==> config.mk <==
export PLATFORM = sky130hd
export DESIGN_NAME = rpe_ram
export DESIGN_NICKNAME = d
export VERILOG_FILES = /design/src/sv/rpe_ram.sv
export SDC_FILE = /design/constraint.sdc
export NUM_CORES = 1
export LEC_CHECK = 0
export ABC_AREA = 1
export BUFFER_PORTS_ARGS = -buffer_cell sky130_fd_sc_hd__buf_2
export CAP_MARGIN = 25
export CORE_AREA = 4 4 123 148
export CTS_CLUSTER_DIAMETER = 150
export DETAILED_ROUTE_END_ITERATION = 6
export DIE_AREA = 0 0 127 152
export HOLD_SLACK_MARGIN = 0.02
export PLACE_DENSITY = 0.53
export SKIP_CTS_REPAIR_TIMING = 1
export SLEW_MARGIN = 40
export SYNTH_ARGS = -nofsm -noshare
export SYNTH_HDL_FRONTEND = slang
export SYNTH_SLANG_ARGS = --single-unit
==> constraint.sdc <==
create_clock -name clk_i -period 1.85 [get_ports clk_i]
set_clock_uncertainty 0.05 [all_clocks]
set_input_delay 0.37 -clock clk_i [delete_from_list [all_inputs] [get_ports clk_i]]
set_output_delay 0.37 -clock clk_i [all_outputs]
set_load 0.1 [all_outputs]
==> src/sv/rpe_ram.sv <==
// ----------------------------------------------------------------------------
// Generic RAM
// One write port and one read port with a registered read.
// ----------------------------------------------------------------------------
`default_nettype none

module rpe_ram #(
  parameter int Width = 8,
  parameter int Depth = 16
) (
  input  wire logic                                       clk_i,
  input  wire logic                                       we_i,
  input  wire logic [((Depth > 1) ? $clog2(Depth) : 1)-1:0] waddr_i,
  input  wire logic [Width-1:0]                           wdata_i,
  input  wire logic [((Depth > 1) ? $clog2(Depth) : 1)-1:0] raddr_i,
  output logic      [Width-1:0]                           rdata_o
);

  logic [Width-1:0] mem_q [Depth];
  logic [Width-1:0] rdata_q;

  always_ff @(posedge clk_i) begin
    if (we_i) begin
      mem_q[waddr_i] <= wdata_i;
    end
    rdata_q <= mem_q[raddr_i];
  end

  assign rdata_o = rdata_q;

endmodule

`default_nettype wire

# [After elaboration in Yosys (flattened, before gate mapping)]
# Memory sizes are Yosys's and may differ from the RTL's. A register that Yosys moved wholly into a read port is not among the register bits.
# Cells that the tools add are included.
[totals] reg_bits=0 latchBits=0 ramBits=128 rom_bits=0 wordCells=3 mem_count=1
[memory_table] memory="mem_q" depth=16 width=8 rd=1 rd_ports_with_merged_regs=1 wr=1 line_no="19" text="logic [Width-1:0] mem_q [Depth];"
[classes] n_addsub=0 mul=0 div_mod_pow=0 magnitude_cmp=0 eq_ne=0 shifts=0 mux=2 bitwise=0 n_reduce_logical=0
[ops] operator="1-bit two-way mux" count=2

# [Depth between registers and ports, before layout]
# Gate-level depths: netlist (run 1).
[depth] depth_word=2 ltp_mapped=8

# [Worst setup path before layout (run 1)]
# No wires, ideal clock.
[synth_path] kind="input to register" from="in waddr_i[2] (netlist bit)" to="mem mem_q[10][0], enable pin" setup_time_ns=0.370 arrival_ns=0.951 required_ns=1.430 setup_slack_ns=0.479 stages=2 path_buffers=0 path_cell_list="nand3b_1 -> nor2_1"
[synth_lines] element="start: declaration" line_no="13" text="input wire logic [((Depth > 1) ? $clog2(Depth) : 1)-1:0] waddr_i,"
[synth_lines] element="end: declaration" line_no="19"
# Straight into the memory's write port.

# [Worst setup path in the final report (run 1)]
[layout_path] from="reg rdata_q[3] (netlist: rdata_o[3]) (read register of mem_q)" to="out rdata_o[3]"
[layout_lines] element="start: declaration" line_no="20" text="logic [Width-1:0] rdata_q;"
[layout_lines] element="end: declaration" line_no="16" text="output logic [Width-1:0] rdata_o"
# No word-level cell between the ends.

==> results of run 1 <==
-- logic make-up (layout without fill, tap and decap cells) --
family                 after synthesis  in the layout
and+or+nand+nor                    289            289
DFF                                136            136
buffers and inverters              126            182
-- sequential cells by signal, summed over array words and instances (netlist names) --
| name | cells |
|---|---|
| mem_q | 128 |
| rdata_o | 8 |
-- final timing paths --
path / end / slack (ns) / cells after the start
max reg2reg: rdata_o[7] / 0.76 / 6
min reg2reg: rdata_o[3] / 0.60 / 6
min: rdata_o[3] / 0.27 / 3
max: rdata_o[3] / 0.23 / 1
-- cell type report --
type | instances | area [um^2]
clock buffers | 18 | 429
clock inverters | 14 | 199
fillers | 1674 | 9940
inverters | 102 | 383
multi-input cells | 289 | 1210
flip-flops and latches | 136 | 4000
well taps | 216 | 270
repair buffers | 48 | 348
-- layer usage --
layer  up-vias  wire (um)  GRT usage [%]
li1       1859          -              -
met5         -          0              0
met4         0        294           5.67
met3        28        462           3.20
met2        91       6790           24.5
met1      1868       5730           17.7
-- layout by cell type, fill, tap and decap left out --
| cell | synthesis | routed |
|---|---|---|
| sky130_fd_sc_hd__buf_4 | 4 | 19 |
| sky130_fd_sc_hd__inv_6 | 0 | 1 |
| sky130_fd_sc_hd__clkbuf_16 | 0 | 17 |
| sky130_fd_sc_hd__nand3_1 | 97 | 97 |
| sky130_fd_sc_hd__edfxtp_1 | 128 | 128 |
| sky130_fd_sc_hd__dfxtp_1 | 8 | 8 |
| sky130_fd_sc_hd__inv_2 | 2 | 2 |
| sky130_fd_sc_hd__clkinv_2 | 0 | 1 |
| sky130_fd_sc_hd__inv_1 | 100 | 100 |
| sky130_fd_sc_hd__nand2_1 | 173 | 173 |
| sky130_fd_sc_hd__buf_2 | 13 | 25 |
| sky130_fd_sc_hd__nor2_1 | 17 | 17 |
| sky130_fd_sc_hd__buf_12 | 0 | 4 |
| sky130_fd_sc_hd__nand3b_1 | 2 | 2 |
| sky130_fd_sc_hd__bufinv_16 | 0 | 4 |
| sky130_fd_sc_hd__clkbuf_1 | 0 | 1 |
| sky130_fd_sc_hd__clkinvlp_4 | 0 | 4 |
| sky130_fd_sc_hd__clkinv_4 | 0 | 4 |
-- power by group through the flow --
stage	Combinational, mW	Sequential (mW)	Clock, mW
final	0.566	3.46	3.57
after global routing	0.620	3.47	3.75
after CTS	0.576	3.47	3.63
after detailed placement	0.574	3.53	0
after global placement	0.570	3.53	0
after floorplan	0.243	3.67	0
-- per-stage QoR --
step / util [%] / hold WS (ns) / std cells
detailed placement: 37.0 / 0.592 / 791
CTS: 40.8 / 0.260 / 823
floorplan: - / 0.419 / 551
global route: 40.8 / 0.282 / 823
global placement: 37.0 / 0.589 / 791
finish: 40.8 / 0.271 / 823
==> metrics.md, run 1 <==
| Metric | Value |
|---|---|
| Run status | `finished clean` |
| Synthesized-area fraction occupied by and/or/nand/nor cells | `approximately a fifth` |
| Worst VDD drop | `~510 uV` |
| Areal power density over the cells | `between 1000 and 1500 nW/um^2` |
| Placeable Area | `between 15000 and 20000 um^2` |
| Fin. max-slew vios | `0` |
| Inserted Clock Buffers | `17` |
| Final Power | `about 7.6 mW` |
| Vias in the first global route | `3850` |
| Worst slew margin relative to its limit | `roughly 67%` |
| Total congestion overflow after global routing | `0` |
| Async set or reset register ratio after synthesis | `0%` |
| Combinational cell fraction of total power | `between 7 and 8%` |
| HPWL after detailed placement | `approximately 8400 um` |
| Clock power share | `between 40% and 50%` |
| CTS tree | `done` |
| Biggest cell delay along the critical path | `roughly 0.44 ns` |
| Dominant cell type by area after synthesis | `sky130_fd_sc_hd__edfxtp_1` |
| Detailed-route vias per instance | `4.67` |
| Endpoint type of the worst setup path | `output port` |
| Post-route minimum period | `1.62 ns` |
| Maximum frequency from static timing analysis | `between 600 and 700 MHz` |
| Number of nets still failing antenna checks after routing | `0` |
| Total cell area at the placement stage | `slightly above 6000 um^2` |
| CTS sink count | `approximately 140` |
| Remaining DRCs | `0` |
| Sequential Power Share | `a little under half` |
| Worst Setup Start Kind | `flip-flop` |
| Die area | `~19000 um^2` |
| Total wire length after detailed routing | `between 10000 and 15000 um` |
| Slowest library cell on the worst path | `sky130_fd_sc_hd__buf_2` |
| Post-CTS clock slew at the launch and capture registers of the worst setup and hold paths | `around 0.060 ns` |
| Distinct cell type count of the synthesized netlist | `12` |
| Worst slack after detailed placement | `~0.24 ns` |
| Largest family of logic cells by synthesized area | `simple AND/OR/NAND/NOR gates` |
| I/O pin count | `26` |
| Power Internal | `5.84 mW` |
| Worst Slack Setup Final | `around 0.23 ns` |
| Lkg Pwr | `2.95 nW` |
| Starting density of the core | `between 30% and 40%` |
| Antenna Diode Count | `0` |
| Share of post-route cells with drive strength above 1 | `13.3%` |
| Total global-route track usage | `14.4%` |
| Post-Synth Adder-Cell Area | `0%` |
| Layout Nets | `slightly above 600` |
| Hold Crit Class | `in -> reg` |
| Switching Share | `23.2%` |
| Number of standard cells after synthesis | `between 500 and 600` |
| Count of max-cap constraint violations | `0` |
| Setup_tns | `0 ns` |
| RSZ-0062 raised after global routing | `false` |
| Worst Tran Pin Value | `approximately 0.50 ns` |
| Commonest cells in the synthesized netlist | `sky130_fd_sc_hd__nand2_1, sky130_fd_sc_hd__edfxtp_1, sky130_fd_sc_hd__inv_1` |
| Synth-to-layout area growth | `18.7%` |
| Number of placement rows | `52` |
| Placer Congestion | `0.802` |
| Data arrival time at the worst-slack endpoint | `between 1 and 1.5 ns` |
| Count of vias placed by the detailed router | `3846` |
| Hold Fails Final Rpt | `0` |
| Wire length of the first global-routing pass | `about 21000 um` |
| Mapped Avg Cell Area | `about 10 um^2` |
| Category of cells accounting for the largest share of critical-path delay | `buffers and inverters` |
| Number of antenna violations at the first check in global routing | `0` |
| Count of buffering cells on the critical path with inverters included | `1` |
| Clock latency of the later-clocked register in the worst-skew pair | `0.42 ns` |
| Dominant register cell in the synthesized netlist | `sky130_fd_sc_hd__edfxtp_1` |
| Worst setup startpoint | `rdata_o[3]` |
| Xor-xnor portion of the synthesized cell area | `0%` |
| Reg-to-Reg Start | `mem_q[2][7]` |
| Category of the critical setup timing path | `reg -> out` |
| Top area cells in the synthesized netlist | `sky130_fd_sc_hd__edfxtp_1, sky130_fd_sc_hd__nand2_1, sky130_fd_sc_hd__nand3_1` |
| Final critical-path share of the clock period | `a little under 90%` |
| Routed length per instance | `between 15 and 20 um` |
| PortBufs | `25` |
| Number of DRC markers after the initial detailed-route iteration | `around 230` |
| Longest Clk Path Bufs | `2` |
| Detailed-router iteration count before antenna repair | `5` |
| Number of enable-type register cells in the synthesized netlist | `approximately 130` |
| CP max FO | `1` |
| Endpoints failing setup | `0` |
| Cell area after layout | `between 6000 and 7000 um^2` |
| Maximum number of pins on one net before global-route repair | `65` |
| Area share of the largest cell type after synthesis | `66.7%` |
| Net count of the mapped netlist | `569` |
| Synth Area in Compound Gates | `0%` |
| Fraction of synthesized area in multiplexers | `0%` |
| Power spent charging and discharging nets | `around 1.8 mW` |
| Area of the mapped netlist | `between 5000 and 6000 um^2` |
| Yosys synthesis warning count | `0` |
| Clock root buffer | `sky130_fd_sc_hd__clkbuf_16` |
| Start point of the worst hold path | `raddr_i[3]` |
| Total number of H-tree levels | `4` |
| Worst Path Required | `~1.4 ns` |
| Width of the chip | `approximately 130 um` |
| Post-synthesis sequential element count | `136` |
| Cell-by-cell listing of the critical path | `buf_2` |
| Proportion of synthesized chip area in sequential cells | `69.4%` |
| Die outline height | `~150 um` |
| Most used standard cell by instance count after synthesis | `sky130_fd_sc_hd__nand2_1` |
No activity file was read; power rests on OpenSTA's default activity.
==> inputs of run 2 (changes only) <==
--- a/config.mk
+++ b/config.mk
@@ -14,6 +14,7 @@
 export DIE_AREA = 0 0 127 152
 export HOLD_SLACK_MARGIN = 0.02
 export PLACE_DENSITY = 0.53
+export REMOVE_ABC_BUFFERS = 1
 export SKIP_CTS_REPAIR_TIMING = 1
 export SLEW_MARGIN = 40
 export SYNTH_ARGS = -nofsm -noshare
==> run 2 against run 1 <==
  * Combinational power about the same
  * Critical path depth unchanged
  * Sequential cell count unchanged
  * First-iteration DRC count up 130%
  * Critical path type unchanged
==> metrics.md, run 2 (synthesized netlist as in run 1, its figures left out) <==
| Metric | Value |
|---|---|
| Run status | `finished clean (unchanged)` |
| Largest register FFs | `128 (unchanged)` |
| Count of max-cap constraint violations | `0 (unchanged)` |
| Total wire length after detailed routing | `13100 um (was 13300 um)` |
| Count of vias placed by the detailed router | `3742 (was 3846)` |
| HPWL after detailed placement | `8410 um (was 8380 um)` |
| Power Internal | `5.54 mW (was 5.84 mW)` |
| Hold Crit Class | `in -> reg (unchanged)` |
| Worst slew margin relative to its limit | `67.0% (was 66.8%)` |
| Largest register by flop count | `mem_q (unchanged)` |
| Layout Nets | `614 (was 612)` |
| CTS sink count | `136 (unchanged)` |
| Inserted Clock Buffers | `17 (unchanged)` |
| Synth-to-layout area growth | `17.4% (was 18.7%)` |
| Fin. max-slew vios | `0 (unchanged)` |
| Antenna Diode Count | `0 (unchanged)` |
| Worst Hold Path Cells | `3 (unchanged)` |
| Hold Fails Final Rpt | `0 (unchanged)` |
| Routed length per instance | `15.9 um (was 16.1 um)` |
| Worst-case register-to-register setup slack | `0.76 ns (about the same)` |
| Die outline height | `152 um (unchanged)` |
| Setup_tns | `0 ns (unchanged)` |
| Worst Path Required | `1.43 ns (about the same)` |
| Core occupancy in the finished layout | `40.3% (was 40.8%)` |
| Placer Congestion | `0.752 (was 0.802)` |
| Number of nets still failing antenna checks after routing | `0 (unchanged)` |
| Hold Path Sink | `rdata_o[2] (was rdata_o[3])` |
| CP max FO | `1 (unchanged)` |
| Width of the chip | `127 um (unchanged)` |
| Detailed-route vias per instance | `4.54 (was 4.67)` |
| Worst r2r path cells | `6 (unchanged)` |
| Cell-by-cell listing of the critical path | `buf_2 (unchanged)` |
| Start point of the worst hold path | `raddr_i[3] (unchanged)` |
| Commonest cells after routing, fill and taps aside | `sky130_fd_sc_hd__nand2_1, sky130_fd_sc_hd__edfxtp_1, sky130_fd_sc_hd__inv_1 (unchanged)` |
| Biggest cell delay along the critical path | `0.44 ns (about the same)` |
| Detailed-router iteration count before antenna repair | `5 (unchanged)` |
| RSZ-0062 raised after global routing | `false (unchanged)` |
| Clock latency of the later-clocked register in the worst-skew pair | `0.41 ns (was 0.42 ns)` |
| Endpoint type of the worst setup path | `output port (unchanged)` |
| Category of the critical setup timing path | `reg -> out (unchanged)` |
| Slowest library cell on the worst path | `sky130_fd_sc_hd__buf_2 (unchanged)` |
| Starting density of the core | `34.4% (unchanged)` |
| Data arrival time at the worst-slack endpoint | `1.21 ns (was 1.20 ns)` |
| Total global-route track usage | `14.3% (was 14.4%)` |
| Worst Tran Pin Value | `0.495 ns (was 0.501 ns)` |
| Number of placement rows | `52 (unchanged)` |
| Reg-to-Reg Start | `mem_q[5][2] (was mem_q[2][7])` |
| Category of cells accounting for the largest share of critical-path delay | `buffers and inverters (unchanged)` |
| Sequential Power Share | `48.1% (was 45.6%)` |
| Final critical-path share of the clock period | `88.4% (was 87.6%)` |
| Post-CTS clock slew at the launch and capture registers of the worst setup and hold paths | `0.06 ns (about the same)` |
| PortBufs | `25 (unchanged)` |
| I/O pin count | `26 (unchanged)` |
| Total number of H-tree levels | `4 (unchanged)` |
| Placeable Area | `16800 um^2 (unchanged)` |
| Vias in the first global route | `3700 (was 3850)` |
| Die area | `19300 um^2 (unchanged)` |
| Share of post-route cells with drive strength above 1 | `12.8% (was 13.3%)` |
| Longest Clk Path Bufs | `2 (unchanged)` |
| Lkg Pwr | `2.93 nW (was 2.95 nW)` |
| Maximum frequency from static timing analysis | `612 MHz (was 617 MHz)` |
| Remaining DRCs | `0 (unchanged)` |
| Clock root buffer | `sky130_fd_sc_hd__clkbuf_16 (unchanged)` |
| Reg2Reg Capture Point | `rdata_o[2] (was rdata_o[7])` |
| Number of DRC markers after the initial detailed-route iteration | `530 (was 226)` |
| Areal power density over the cells | `1070 nW/um^2 (was 1110 nW/um^2)` |
| Clock power share | `44.1% (was 47.0%)` |
| Power spent charging and discharging nets | `1.68 mW (was 1.76 mW)` |
| Post-route minimum period | `1.63 ns (was 1.62 ns)` |
| Worst setup startpoint | `rdata_o[5] (was rdata_o[3])` |
| Switching Share | `23.3% (was 23.2%)` |
| Maximum number of pins on one net before global-route repair | `47 (was 65)` |
| Worst VDD drop | `558 uV (was 514 uV)` |
| Total congestion overflow after global routing | `0 (unchanged)` |
| Endpoints failing setup | `0 (unchanged)` |
| CTS tree | `done (unchanged)` |
| Combinational cell fraction of total power | `7.9% (was 7.4%)` |
| Count of buffering cells on the critical path with inverters included | `1 (unchanged)` |
| Number of antenna violations at the first check in global routing | `0 (unchanged)` |
| Wire length of the first global-routing pass | `20700 um (was 21300 um)` |
| Worst Setup Start Kind | `flip-flop (unchanged)` |
| Leading cell type in the layout, fill and taps excluded | `sky130_fd_sc_hd__nand2_1 (unchanged)` |
## run 2: cell types whose count changed in the layout (fill, tap and decap cells not counted), sizes merged
| cell | previous run | this run |
|---|---|---|
| clkinv | 5 | 9 |
| clkinvlp | 4 | 1 |
| buf | 48 | 50 |
| bufinv | 4 | 2 |
| inv | 103 | 104 |
## run 2: area by class of cell
cell class	instances	area, um^2
fill	1628	10000
sequential	136	4000
multi-input combinational	289	1210
clock buffer	18	429
inverter	102	383
timing repair buffer	50	338
tap	216	270
clock inverter	14	131
## run 2: power by group through the flow
stage,sequential (mW),clock (mW),combinational [mW]
after floorplan,3.67,0,0.186
after global placement,3.53,0,0.570
after detailed placement,3.53,0,0.574
after CTS,3.47,3.25,0.575
after global routing,3.48,3.40,0.621
final,3.47,3.18,0.569
## run 2: how the worst max path moves through the flow
stage / to / slack (ns) / cells after the start
final: rdata_o[5] / 0.22 / 1
after global placement: rdata_o[2] / 0.18 / 7
after CTS: rdata_o[0] / 0.20 / 1
after floorplan: rdata_o[2] / 0.45 / 6
after global routing: rdata_o[0] / 0.17 / 1
after detailed placement: rdata_o[2] / 0.18 / 7
## run 2: metrics by stage
step                      hold slack, ns  worst slack (ns)  cells  total power [mW]  instance area (um^2)
final                              0.288             0.215    825              7.22                  6770
after global placement             0.595             0.177    793              4.10                  6210
after CTS                          0.270             0.199    825              7.29                  6770
after detailed placement           0.619             0.179    793              4.11                  6210
after floorplan                    0.419             0.450    527              3.86                  5600
after global routing               0.286             0.170    825              7.50                  6770
## run 2: worst register-to-register path, stage by stage (launching register included)
cell and delay, ns:
sky130_fd_sc_hd__edfxtp_1 0.35, sky130_fd_sc_hd__inv_1 0.07, sky130_fd_sc_hd__nand2_1 0.04, sky130_fd_sc_hd__nand3_1 0.10, sky130_fd_sc_hd__nand3_1 0.14, sky130_fd_sc_hd__nand3_1 0.16, sky130_fd_sc_hd__nand2_1 0.07
## run 2: per-layer routing
layer | part of all wire, % | GRT usage [%] | vias to the layer above
li1 | - | - | 1861
met4 | 1.5 | 4.60 | 0
met3 | 4.0 | 3.30 | 14
met1 | 47 | 19.5 | 1774
met2 | 48 | 22.5 | 93
met5 | 0 | 0 | -
==> inputs of run 3 (changes only) <==
--- a/config.mk
+++ b/config.mk
@@ -5,13 +5,12 @@
 export SDC_FILE = /design/constraint.sdc
 export NUM_CORES = 1
 export LEC_CHECK = 0
-export ABC_AREA = 1
 export BUFFER_PORTS_ARGS = -buffer_cell sky130_fd_sc_hd__buf_2
 export CAP_MARGIN = 25
-export CORE_AREA = 4 4 123 148
+export CORE_AREA = 4 4 116 140
 export CTS_CLUSTER_DIAMETER = 150
 export DETAILED_ROUTE_END_ITERATION = 6
-export DIE_AREA = 0 0 127 152
+export DIE_AREA = 0 0 120 144
 export HOLD_SLACK_MARGIN = 0.02
 export PLACE_DENSITY = 0.53
 export REMOVE_ABC_BUFFERS = 1
==> run 3 against run 2 <==
  * Count of clock-buffer cells in the layout stayed put
  * Combinational power down 17%
  * Register-to-register slack worse by 0.32 ns
  * Highest routed layer is now met5
==> metrics.md, run 3 <==
| Metric | Value |
|---|---|
| Run status | `finished clean (unchanged)` |
| Clock root buffer | `sky130_fd_sc_hd__clkbuf_16 (unchanged)` |
| Clock latency of the later-clocked register in the worst-skew pair | `0.40 ns (was 0.41 ns)` |
| Total wire length after detailed routing | `9920 um (was 13100 um)` |
| Count of max-cap constraint violations | `0 (unchanged)` |
| Count of vias placed by the detailed router | `2415 (was 3742)` |
| Lkg Pwr | `2.11 nW (was 2.93 nW)` |
| Mapped Avg Cell Area | `22.5 um^2 (was 10.5 um^2)` |
| I/O pin count | `26 (unchanged)` |
| Slowest library cell on the worst path | `sky130_fd_sc_hd__buf_2 (unchanged)` |
| Areal power density over the cells | `1180 nW/um^2 (was 1070 nW/um^2)` |
| Endpoints failing setup | `0 (unchanged)` |
| Fin. max-slew vios | `0 (unchanged)` |
| Worst slack after detailed placement | `-0.000605 ns (was 0.179 ns)` |
| Worst Path Required | `1.43 ns (about the same)` |
| Proportion of synthesized chip area in sequential cells | `77.8% (was 69.4%)` |
| Number of enable-type register cells in the synthesized netlist | `128 (unchanged)` |
| Area share of the largest cell type after synthesis | `74.7% (was 66.7%)` |
| Worst VDD drop | `622 uV (was 558 uV)` |
| Detailed-route vias per instance | `4.82 (was 4.54)` |
| Total global-route track usage | `12.4% (was 14.3%)` |
| Longest Clk Path Bufs | `2 (unchanged)` |
| Share of post-route cells with drive strength above 1 | `31.6% (was 12.8%)` |
| Biggest cell delay along the critical path | `0.45 ns (was 0.44 ns)` |
| Worst Slack Setup Final | `0.199 ns (was 0.215 ns)` |
| Post-Layout Cell Count | `501 (was 825)` |
| Starting density of the core | `34.6% (was 34.4%)` |
| Met1 GRT Util | `16.0% (was 19.5%)` |
| Layout Nets | `302 (was 614)` |
| CP max FO | `1 (unchanged)` |
| Hold Fails Final Rpt | `0 (unchanged)` |
| Width of the chip | `120 um (was 127 um)` |
| Worst r2r path cells | `3 (was 6)` |
| Data arrival time at the worst-slack endpoint | `1.23 ns (was 1.21 ns)` |
| Die outline height | `144 um (was 152 um)` |
| Maximum frequency from static timing analysis | `606 MHz (was 612 MHz)` |
| Final Power | `7.36 mW (was 7.22 mW)` |
| Final critical-path share of the clock period | `89.3% (was 88.4%)` |
| Worst Hold Path Cells | `1 (was 3)` |
| Total number of H-tree levels | `4 (unchanged)` |
| Leading cell type in the layout, fill and taps excluded | `sky130_fd_sc_hd__edfxtp_1 (was sky130_fd_sc_hd__nand2_1)` |
| Depth of the critical timing path with buffers and inverters included | `1 (unchanged)` |
| Endpoint type of the worst setup path | `output port (unchanged)` |
| Highest-utilization routing layer at the global route stage | `met2 (unchanged)` |
| Worst Setup Start Kind | `flip-flop (unchanged)` |
| Number of nets still failing antenna checks after routing | `0 (unchanged)` |
| Dominant register cell in the synthesized netlist | `sky130_fd_sc_hd__edfxtp_1 (unchanged)` |
| Number of DRC markers after the initial detailed-route iteration | `156 (was 530)` |
| Dominant cell type by area after synthesis | `sky130_fd_sc_hd__edfxtp_1 (unchanged)` |
| Synth-to-layout area growth | `21.3% (was 17.4%)` |
| Area of the mapped netlist | `5150 um^2 (was 5770 um^2)` |
| Commonest cells after routing, fill and taps aside | `sky130_fd_sc_hd__edfxtp_1, sky130_fd_sc_hd__buf_2, sky130_fd_sc_hd__mux4_2, sky130_fd_sc_hd__buf_4, sky130_fd_sc_hd__clkbuf_16 (was sky130_fd_sc_hd__nand2_1, sky130_fd_sc_hd__edfxtp_1, sky130_fd_sc_hd__inv_1)` |
| Number of antenna violations at the first check in global routing | `1 (was 0)` |
| Vias in the first global route | `2575 (was 3700)` |
| Placeable Area | `14900 um^2 (was 16800 um^2)` |
| Number of placement rows | `49 (was 52)` |
| Placed Instances | `469 (was 793)` |
| Category of cells accounting for the largest share of critical-path delay | `buffers and inverters (unchanged)` |
| Wire length of the first global-routing pass | `15200 um (was 20700 um)` |
| Die area | `17300 um^2 (was 19300 um^2)` |
| Worst Tran Pin Value | `0.498 ns (was 0.495 ns)` |
| Met2 GRT Util | `20.0% (was 22.5%)` |
| PortBufs | `25 (unchanged)` |
| Antenna Diode Count | `0 (unchanged)` |
| Yosys synthesis warning count | `0 (unchanged)` |
| Post-route minimum period | `1.65 ns (was 1.63 ns)` |
| Most used standard cell by instance count after synthesis | `sky130_fd_sc_hd__edfxtp_1 (was sky130_fd_sc_hd__nand2_1)` |
| Post-CTS clock slew at the launch and capture registers of the worst setup and hold paths | `0.06 ns (about the same)` |
| HPWL after detailed placement | `6400 um (was 8410 um)` |
| Placer Congestion | `0.695 (was 0.752)` |
| Distinct cell type count of the synthesized netlist | `19 (was 12)` |
| Remaining DRCs | `0 (unchanged)` |
| Total congestion overflow after global routing | `0 (unchanged)` |
| Number of standard cells after synthesis | `229 (was 551)` |
| GRT met3 Usage | `4.07% (was 3.30%)` |
| Hold Crit Class | `in -> reg (unchanged)` |
| CTS sink count | `136 (unchanged)` |
| Count of buffering cells on the critical path with inverters included | `1 (unchanged)` |
| Detailed-router iteration count before antenna repair | `4 (was 5)` |
| Worst slew margin relative to its limit | `67.0% (about the same)` |
| Post-synthesis sequential element count | `136 (unchanged)` |
| Async set or reset register ratio after synthesis | `0% (unchanged)` |
| Routed length per instance | `19.8 um (was 15.9 um)` |
| Inserted Clock Buffers | `17 (unchanged)` |
| RSZ-0062 raised after global routing | `false (unchanged)` |
| Category of the critical setup timing path | `reg -> out (unchanged)` |
| Top area cells in the synthesized netlist | `sky130_fd_sc_hd__edfxtp_1, sky130_fd_sc_hd__mux4_2, sky130_fd_sc_hd__mux4_1 (was sky130_fd_sc_hd__edfxtp_1, sky130_fd_sc_hd__nand2_1, sky130_fd_sc_hd__nand3_1)` |
| CTS tree | `done (unchanged)` |
| Largest register FFs | `128 (unchanged)` |
| Commonest cells in the synthesized netlist | `sky130_fd_sc_hd__edfxtp_1, sky130_fd_sc_hd__mux4_2, sky130_fd_sc_hd__a22oi_1 (was sky130_fd_sc_hd__nand2_1, sky130_fd_sc_hd__edfxtp_1, sky130_fd_sc_hd__inv_1)` |
| Cell-by-cell listing of the critical path | `buf_2 (unchanged)` |
| Maximum number of pins on one net before global-route repair | `33 (was 47)` |
| Largest register by flop count | `mem_q (unchanged)` |
## run 3: layout make-up
cell class | instances | area (um^2)
clock buffers | 18 | 429
flip-flops and latches | 136 | 4000
clock inverters | 14 | 180
multi-input cells | 83 | 1060
well taps | 204 | 255
fillers | 1314 | 8650
repair buffers | 46 | 320
## run 3: kinds of logic (layout without fill, tap and decap cells)
kind of cell	count (synthesis)	after routing	share of synthesized area, %
and+or+nand+nor	35	35	3.18
muxes	32	32	15.0
AOI/OAI and AO/OA	16	16	2.33
buffers and inverters	10	78	1.68
DFF	136	136	77.8
## run 3: layer usage
metal  up-vias  wire length [um]
li1       1085                 -
met1      1274              4550
met2        45              4910
met3         9               368
met4         2                87
met5         -                 7
## run 3: worst paths after layout
path | endpoint | slack (ns) | startpoint
worst max-delay path | rdata_o[1] | 0.20 | rdata_o[1]
worst min-delay path | mem_q[14][1] | 0.31 | wdata_i[1]
worst max register to register | rdata_o[0] | 0.44 | mem_q[1][0]
worst min register to register | rdata_o[0] | 0.63 | mem_q[14][0]
## run 3: worst reg2reg max path, stage by stage, from the launching register on
cell and delay (ns):
sky130_fd_sc_hd__edfxtp_1 0.34, sky130_fd_sc_hd__mux4_1 0.50, sky130_fd_sc_hd__a22oi_1 0.31, sky130_fd_sc_hd__nand2_1 0.09
## run 3: stage by stage
step                setup TNS (ns)  utilization, %  hold WS (ns)  area [um^2]
floorplan                   -0.503               -         0.419         5060
global placement                 0            37.8         0.612         5640
detailed placement       -0.000605            37.8         0.622         5640
CTS                              0            41.9         0.296         6250
global route                     0            41.9         0.299         6250
finish                           0            41.9         0.307         6250
## run 3: power by group
group / switching, mW / internal (mW) / leakage (nW)
Combinational: 0.326 / 0.144 / 0.595
Clock: 1.19 / 2.24 / 0.295
Sequential: 0.0217 / 3.45 / 1.22
Total: 1.53 / 5.83 / 2.11
